`src/rtl/fpfir_pkg.sv`:
```
// ----------------------------------------------------------------------------
// fpfir_pkg
// Shared widths, operation codes, register indexes and the control bundle
// that the top level broadcasts to every tap cell.
// ----------------------------------------------------------------------------
package fpfir_pkg;

    localparam int MAX_TAPS   = 32;
    localparam int DATA_W     = 16;
    localparam int ACC_W      = 32;
    localparam int COUNT_W    = 6;
    localparam int FRAC_W     = 5;
    localparam int OP_W       = 2;
    localparam int INDEX_W    = 5;
    localparam int CFG_DATA_W = 6;
    localparam int CFG_ADDR_W = 1;

    // stages of start delay before the first cell consumes a sample's product
    localparam int START_DEPTH = 3;

    localparam logic [OP_W-1:0] OP_SAMPLE = 2'd0;
    localparam logic [OP_W-1:0] OP_WRITE  = 2'd1;
    localparam logic [OP_W-1:0] OP_CLEAR  = 2'd2;

    localparam logic [CFG_ADDR_W-1:0] REG_TAP_COUNT = 1'b0;
    localparam logic [CFG_ADDR_W-1:0] REG_FRAC_BITS = 1'b1;

    typedef struct packed {
        logic                     shift;
        logic                     clear;
        logic signed [DATA_W-1:0] tap_value;
        logic [FRAC_W-1:0]        frac_bits;
    } cell_ctrl_t;

endpackage

```
`src/rtl/fpfir_cell.sv`:
```
// ----------------------------------------------------------------------------
// fpfir_cell
// One tap: a history sample and a coefficient, a registered product scaled
// toward zero, and a partial-sum stage that passes the sum to the next tap.
// ----------------------------------------------------------------------------
module fpfir_cell
    import fpfir_pkg::*;
(
    input  logic                     clk,
    input  logic                     rst_n,
    input  cell_ctrl_t               ctrl,
    input  logic                     coef_we,
    input  logic                     active,
    input  logic signed [DATA_W-1:0] sample_in,
    output logic signed [DATA_W-1:0] sample_out,
    input  logic                     sum_valid_in,
    input  logic [ACC_W-1:0]         sum_in,
    output logic                     sum_valid_out,
    output logic [ACC_W-1:0]         sum_out
);

    logic signed [DATA_W-1:0] history_reg, history_next;
    logic signed [DATA_W-1:0] coef_reg, coef_next;
    logic signed [ACC_W-1:0]  prod_reg, prod_next;
    logic [ACC_W-1:0]         scaled_reg, scaled_next;
    logic                     sum_valid_reg;
    logic [ACC_W-1:0]         sum_reg, sum_next;

    logic [ACC_W:0]           round_mask;
    logic [ACC_W:0]           biased;
    logic signed [ACC_W:0]    shifted;

    always_comb
    begin
        history_next = history_reg;
        if (ctrl.clear)
        begin
            history_next = '0;
        end
        else if (ctrl.shift)
        begin
            history_next = sample_in;
        end
    end

    assign coef_next = coef_we ? ctrl.tap_value : coef_reg;
    assign prod_next = ACC_W'(history_reg) * ACC_W'(coef_reg);

    // add 2^s-1 to negative products so the arithmetic shift rounds toward zero
    always_comb
    begin
        round_mask  = ((ACC_W+1)'(1) << ctrl.frac_bits) - (ACC_W+1)'(1);
        biased      = {prod_reg[ACC_W-1], prod_reg}
                    + (prod_reg[ACC_W-1] ? round_mask : '0);
        shifted     = $signed(biased) >>> ctrl.frac_bits;
        scaled_next = shifted[ACC_W-1:0];
    end

    assign sum_next = sum_in + (active ? scaled_reg : '0);

    always_ff @(posedge clk or negedge rst_n)
    begin
        if (!rst_n)
        begin
            history_reg   <= '0;
            coef_reg      <= '0;
            sum_valid_reg <= 1'b0;
        end
        else
        begin
            history_reg   <= history_next;
            coef_reg      <= coef_next;
            sum_valid_reg <= sum_valid_in;
        end
    end

    always_ff @(posedge clk)
    begin
        prod_reg   <= prod_next;
        scaled_reg <= scaled_next;
        if (sum_valid_in)
        begin
            sum_reg <= sum_next;
        end
    end

    assign sample_out    = history_reg;
    assign sum_valid_out = sum_valid_reg;
    assign sum_out       = sum_reg;

endmodule

```
`config.mk`:
```
export PLATFORM = sky130hd
export DESIGN_NAME = fpfir_cell
export DESIGN_NICKNAME = d
export VERILOG_FILES = /design/src/rtl/fpfir_pkg.sv /design/src/rtl/fpfir_cell.sv
export SDC_FILE = /design/constraint.sdc
export NUM_CORES = 1
export LEC_CHECK = 0
export ABC_CLOCK_PERIOD_IN_PS = 7500
export BUFFER_PORTS_ARGS = -buffer_cell sky130_fd_sc_hd__buf_2
export CAP_MARGIN = 20
export CORE_UTILIZATION = 35
export CTS_CLUSTER_SIZE = 30
export DETAILED_ROUTE_END_ITERATION = 10
export PLACE_DENSITY = 0.55
export REMOVE_ABC_BUFFERS = 1
export SKIP_LAST_GASP = 1
export SYNTH_ARGS = -nofsm -noshare
export SYNTH_HDL_FRONTEND = slang
export SYNTH_SLANG_ARGS = --single-unit
```
`constraint.sdc`:
```
create_clock -name clk -period 7.5 [get_ports clk]
set_input_delay 1.875 -clock clk [delete_from_list [all_inputs] [get_ports clk]]
set_output_delay 1.875 -clock clk [all_outputs]
set_load 0.03 [all_outputs]
```
Yosys cells after proc, flatten, opt, wreduce, memory -nomap -nowiden:

Index checks and enable logic that the tools add are counted.

* shifts and indexed selects: 2
* reductions and logical operators: 1
* multipliers: 1
* add/sub/neg operators: 3
* multiplexer cells: 4

Operators with widths (count)
* adder 33 bit: 1
* two-way mux 33 bit: 1
* << shifter 1 x 5 -> 33 bit, first input constant: 1
* >>> shifter 33 x 5 -> 32 bit: 1
* subtractor 33 x 2 -> 33 bit, second input constant: 1
* adder 32 bit: 1
* multiplier 16 x 16 -> 32 bit: 1
* two-way mux 16 bit: 2
* two-way mux 32 bit: 1
* nonzero test 2 bit: 1

* input port bits: 76
* output and inout port bits: 49
* flip-flop bits (word level): 129
* word-level logic and storage cells: 17

Depth between registers and ports, before layout:

* depth in word-level cells: 5
* mapped depth: 26

Worst setup path before layout:

No wires, ideal clock.

* path type: input-to-reg
* start point: input port ctrl[0] in the netlist's numbering
* end point: register scaled_reg[16]
* setup slack: 0.714 ns
* cell stages on the path: 21
* arrival: 6.699 ns
* cell sequence: clkbuf_1 > clkbuf_1 > clkbuf_1 > nor2_1 > nand2_1 > ha_1 > clkbuf_1 > nand2_1 > o22ai_1 > and2_1 > ha_1 > clkbuf_1 > a21o_1 > a21oi_1 > o21ai_0 > a221o_1 > a21o_2 > xnor2_1 > mux2_4 > mux4_2 > a221oi_2

* cells in the longest elaborated chain, start to end: 5

RTL lines
* from (decl): RTL line fpfir_cell.sv:11 `input cell_ctrl_t ctrl,`
* << shifter 1 x 5 -> 33 bit: RTL line fpfir_cell.sv:52 `round_mask = ((ACC_W+1)'(1) << ctrl.frac_bits) - (ACC_W+1)'(1);`
* subtractor 33 x 2 -> 33 bit: RTL line fpfir_cell.sv:52
* two-way mux 33 bit: RTL line fpfir_cell.sv:54 `+ (prod_reg[ACC_W-1] ? round_mask : '0);`
* adder 33 bit: RTL line fpfir_cell.sv:54
* >>> shifter 33 x 5 -> 32 bit *: RTL line fpfir_cell.sv:55 `shifted = $signed(biased) >>> ctrl.frac_bits;`
* named net shifted[16]: RTL line fpfir_cell.sv:31 `logic signed [ACC_W:0] shifted;`
* to (signal assigned): RTL line fpfir_cell.sv:80 `scaled_reg <= scaled_next;`
* to (decl): RTL line fpfir_cell.sv:25 `logic [ACC_W-1:0] scaled_reg, scaled_next;`

The timed path passes the listed nets; every way through them passes the cells marked *.
A chain may end at the register's enable or synchronous reset.

Final worst setup path:

* start point: register history_reg[5], in the netlist sample_out[5]
* end point: register prod_reg[28]

* cells in the longest elaborated chain, start to end: 1

RTL lines
* from (decl): RTL line fpfir_cell.sv:22 `logic signed [DATA_W-1:0] history_reg, history_next;`
* from (signal assigned): RTL line fpfir_cell.sv:71 `history_reg <= history_next;`
* multiplier 16 x 16 -> 32 bit: RTL line fpfir_cell.sv:47 `assign prod_next = ACC_W'(history_reg) * ACC_W'(coef_reg);`
* named net prod_next[28]: RTL line fpfir_cell.sv:24 `logic signed [ACC_W-1:0] prod_reg, prod_next;`
* to (signal assigned): RTL line fpfir_cell.sv:79 `prod_reg <= prod_next;`
* to (decl): RTL line fpfir_cell.sv:24

The timed path passes the listed nets, and every way through them passes these cells.

==> summary.md <==
| Metric | Value |
|---|---|
| Status | `completed` |
| Initial Util | `35.6%` |
| Post-CTS Setup Inserts | `0` |
| DRT iter0 DRCs | `1003` |
| CP Max Fanout | `18` |
| Most frequent cells in the layout | `348 x inv_1, 264 x fa_1, 195 x nand2_1` |
| Hold worst-path end | `sample_out[14]$_DFFE_PN0P_` |
| Leakage power total | `10.1 nW` |
| Finish-stage setup viols | `0` |
| Endpoints failing hold | `0` |
| Tcrit/Tclk final | `92.4%` |
| CP Cell Sequence | `nand2_1 > fa_1 > inv_1 > fa_1 > inv_1 > fa_1 > inv_1 > fa_1 > fa_1 > inv_1 > fa_1 > inv_1 > ha_1 > a21oi_1 > nand2b_1 > o31a_1 > a221o_1 > or4_1 > a31o_1 > a21oi_2 > o21bai_1 > a21oi_1 > xnor2_1` |
| Largest net degree at the start of global routing | `51` |
| CTS Buffer Depth | `2` |
| Critical path class | `flop to flop` |
| Antenna violations before repair | `0` |
| Post-synthesis cell area | `19200 um^2` |
| Area delta synth->final | `10.5%` |
| Final setup margin | `0.570 ns` |
| Clock Latency Late Sink | `0.48 ns` |
| Max H-tree Level | `4` |
| Setup Skew | `0.0200 ns` |
| Fraction of registers with async set/reset | `25.6%` |
| Max Slew Vio Count | `0` |
| Part of the power in registers | `14.9%` |
| Post-route core utilization | `39.3%` |
| Setup WS pre-CTS | `0.570 ns` |
| Setup TNS | `0 ns` |
| Reg-to-Reg Start | `sample_out[5]$_DFFE_PN0P_` |
| TritonCTS Buffers | `17` |
| Most common cell after layout, fill and taps aside | `inv_1` |
| Final min period | `6.93 ns` |
| Worst Setup End Kind | `flop` |
| R2R Setup Slk | `0.57 ns` |
| DP HPWL | `41000 um` |
| Placer's final routability congestion estimate | `0.917` |
| Via density | `5.11` |
| Clock Sinks | `129` |
| Hold buffers post-CTS | `0` |
| Startpoint types | `flop` |
| Maximum vdd drop | `0.000211 V` |
| Core ar. | `54000 um^2` |
| RSZ-0062 raised after global routing | `no` |
| Switching Share | `49.5%` |
| R2R depth | `23` |
| Worst endpoint required time | `7.89 ns` |
| Logic pwr share | `74.2%` |
| P_int | `4.03 mW` |
| Most used cell, CP | `fa_1` |
| Global route overflow | `0` |
| Number of flops mapped to enable cells by yosys | `32` |
| CTS resizes | `0` |
| Number of max-cap violations | `0` |
| DRC viols | `0` |
| Routed wire per std cell | `17.1 um` |
| Post-DRT Antenna Nets | `0` |
| Worst-Margin Slew | `0.855 ns` |
| Sequential share of the synthesized area | `16.0%` |
| Switching pwr | `3.95 mW` |
| Die ar. | `55800 um^2` |
| Placed cell count | `2913` |
| Post-route cell area | `21200 um^2` |
| Total Power | `7.98 mW` |
| Die Span Y | `236 um` |
| Achievable Freq | `144 MHz` |
| CP max stage cell | `dfrtp_1` |
| # fillers | `5448` |
| Final WL | `50400 um` |
| Layout cells sized above 1 | `11.4%` |
| Cell count after synthesis | `2145` |
| Arrival time at the worst endpoint | `7.32 ns` |
| Nets | `2721` |
| Non-Filler Instances | `2945` |
| Synth warnings | `0` |
| Root Driver | `clkbuf_16` |
| First drt pass iteration count | `6` |
| Hold path depth | `2` |
| Antenna Cells | `0` |
| Reg-to-reg endpoint | `prod_reg[28]$_DFF_P_` |
| TritonCTS clock tree | `built` |
| Crit path largest cell delay | `0.85 ns` |
| Vias after detailed routing | `15.0k` |
| Fin Hold WS | `0.574 ns` |
| IO buf count | `124` |
| Die W | `236 um` |
| Register area | `3070 um^2` |
| I/O pin cnt | `125` |
| Primary FF master, synth | `dfxtp_1` |
| Worst hold start | `sample_out[14]$_DFFE_PN0P_` |
| Post-synth top area share | `27.5%` |
| Vias in the first global route | `15.9k` |
| Tot GR Track Use | `18.9%` |
| Top cells by area, synth | `fa_1 28%, ha_1 9.4%, inv_1 6.8%, dfxtp_1 6.7%, and2_1 5.3%` |
| Post-Syn Area per Cell | `8.96 um^2` |
| Reg clk slew, reported paths | `0.06 ns` |
| Clock power frac | `10.9%` |
| Number of synthesized register bits | `129` |
| Site row count | `85` |
| Multi-input logic area | `14500 um^2` |
| Max_slew headroom | `43.0%` |
| Hold Path Class | `flop to flop` |
| Synth area leader | `fa_1` |
| Power per cell area | `376 nW/um^2` |
| First-pass GRT wire length | `84000 um` |
| Post-DP Area | `20600 um^2` |
| Yosys cell types | `84` |
## cell type report
cell class	instances	share of cell area (%)
clock inverter	13	0.701
timing repair buffer	161	4.23
tap	696	4.10
multi-input combinational	1576	68.2
sequential	129	14.4
inverter	351	6.20
clock buffer	19	2.13
## worst max-delay path by stage
stage,from,end,slack (ns),cells after the start
after global placement,sample_out[5]$_DFFE_PN0P_,prod_reg[28]$_DFF_P_,0.63,23
after CTS,coef_reg[7]$_DFFE_PN0P_,prod_reg[28]$_DFF_P_,0.54,23
after detailed placement,coef_reg[2]$_DFFE_PN0P_,prod_reg[28]$_DFF_P_,0.57,22
after global routing,coef_reg[7]$_DFFE_PN0P_,prod_reg[28]$_DFF_P_,0.17,23
final,sample_out[5]$_DFFE_PN0P_,prod_reg[28]$_DFF_P_,0.57,23
after floorplan,ctrl[1],scaled_reg[16]$_DFF_P_,0.76,21
## cell usage after synthesis, types with 4 or more instances
cell type and instances:
a211oi_1 20, a21o_1 31, a21oi_1 96, a221oi_1 10, a22oi_1 5, a31oi_1 19, a32oi_1 6, and2_1 162
buf_1 15, clkbuf_1 71, dfrtp_1 33, dfxtp_1 64, edfxtp_1 32, fa_1 264, ha_1 145, inv_1 348
mux2_2 29, mux2i_1 57, mux4_2 8, nand2_1 195, nand2b_1 18, nand3_1 18, nand4_1 7, nor2_1 136
nor2b_1 14, nor3_1 19, o2111ai_1 8, o211a_1 4, o211ai_1 13, o21a_1 27, o21ai_0 57, o21ai_1 5
o21bai_1 8, o221ai_1 6, o22ai_1 17, o31ai_1 5, or2_2 4, or3_1 4, xnor2_1 74, xor2_1 23
## critical path: cells and delay by family (launching register included)
family / cells / cell delay (ns)
XOR/XNOR: 1 / 0.14
AO/OA/AOI/OAI: 7 / 1.57
adder cells (fa/ha/maj): 7 / 3.30
buffers and inverters: 5 / 0.26
AND/OR/NAND/NOR: 3 / 0.72
flip-flops: 1 / 0.85
## metal layers
layer / track usage [%] / share of wire, % / vias to the layer above
met5: 0 / 0 / -
met3: 3.17 / 5.1 / 87
met1: 24.3 / 45 / 7353
li1: - / - / 7183
met4: 6.77 / 2.8 / 0
met2: 31.8 / 47 / 423
## power groups by stage
stage          combinational (mW)  sequential (mW)  clock (mW)
2_1_floorplan                4.37             1.29           0
3_5_place_dp                 5.90             1.21           0
5_1_grt                      6.69             1.22       0.925
4_1_cts                      5.94             1.20       0.895
3_3_place_gp                 5.82             1.21           0
6_report                     5.92             1.19       0.867
## kinds of logic after synthesis
logic type / after synthesis / share of synthesized area (%)
AOI/OAI and AO/OA: 379 / 13.4
xor gates and xnor gates: 97 / 4.42
adders and majority gates: 409 / 36.9
buffers and inverters: 440 / 8.66
DFF: 129 / 16.0
muxes: 95 / 5.68
and+or+nand+nor: 596 / 15.0
Note: power is estimated with default switching activity, not from simulation.
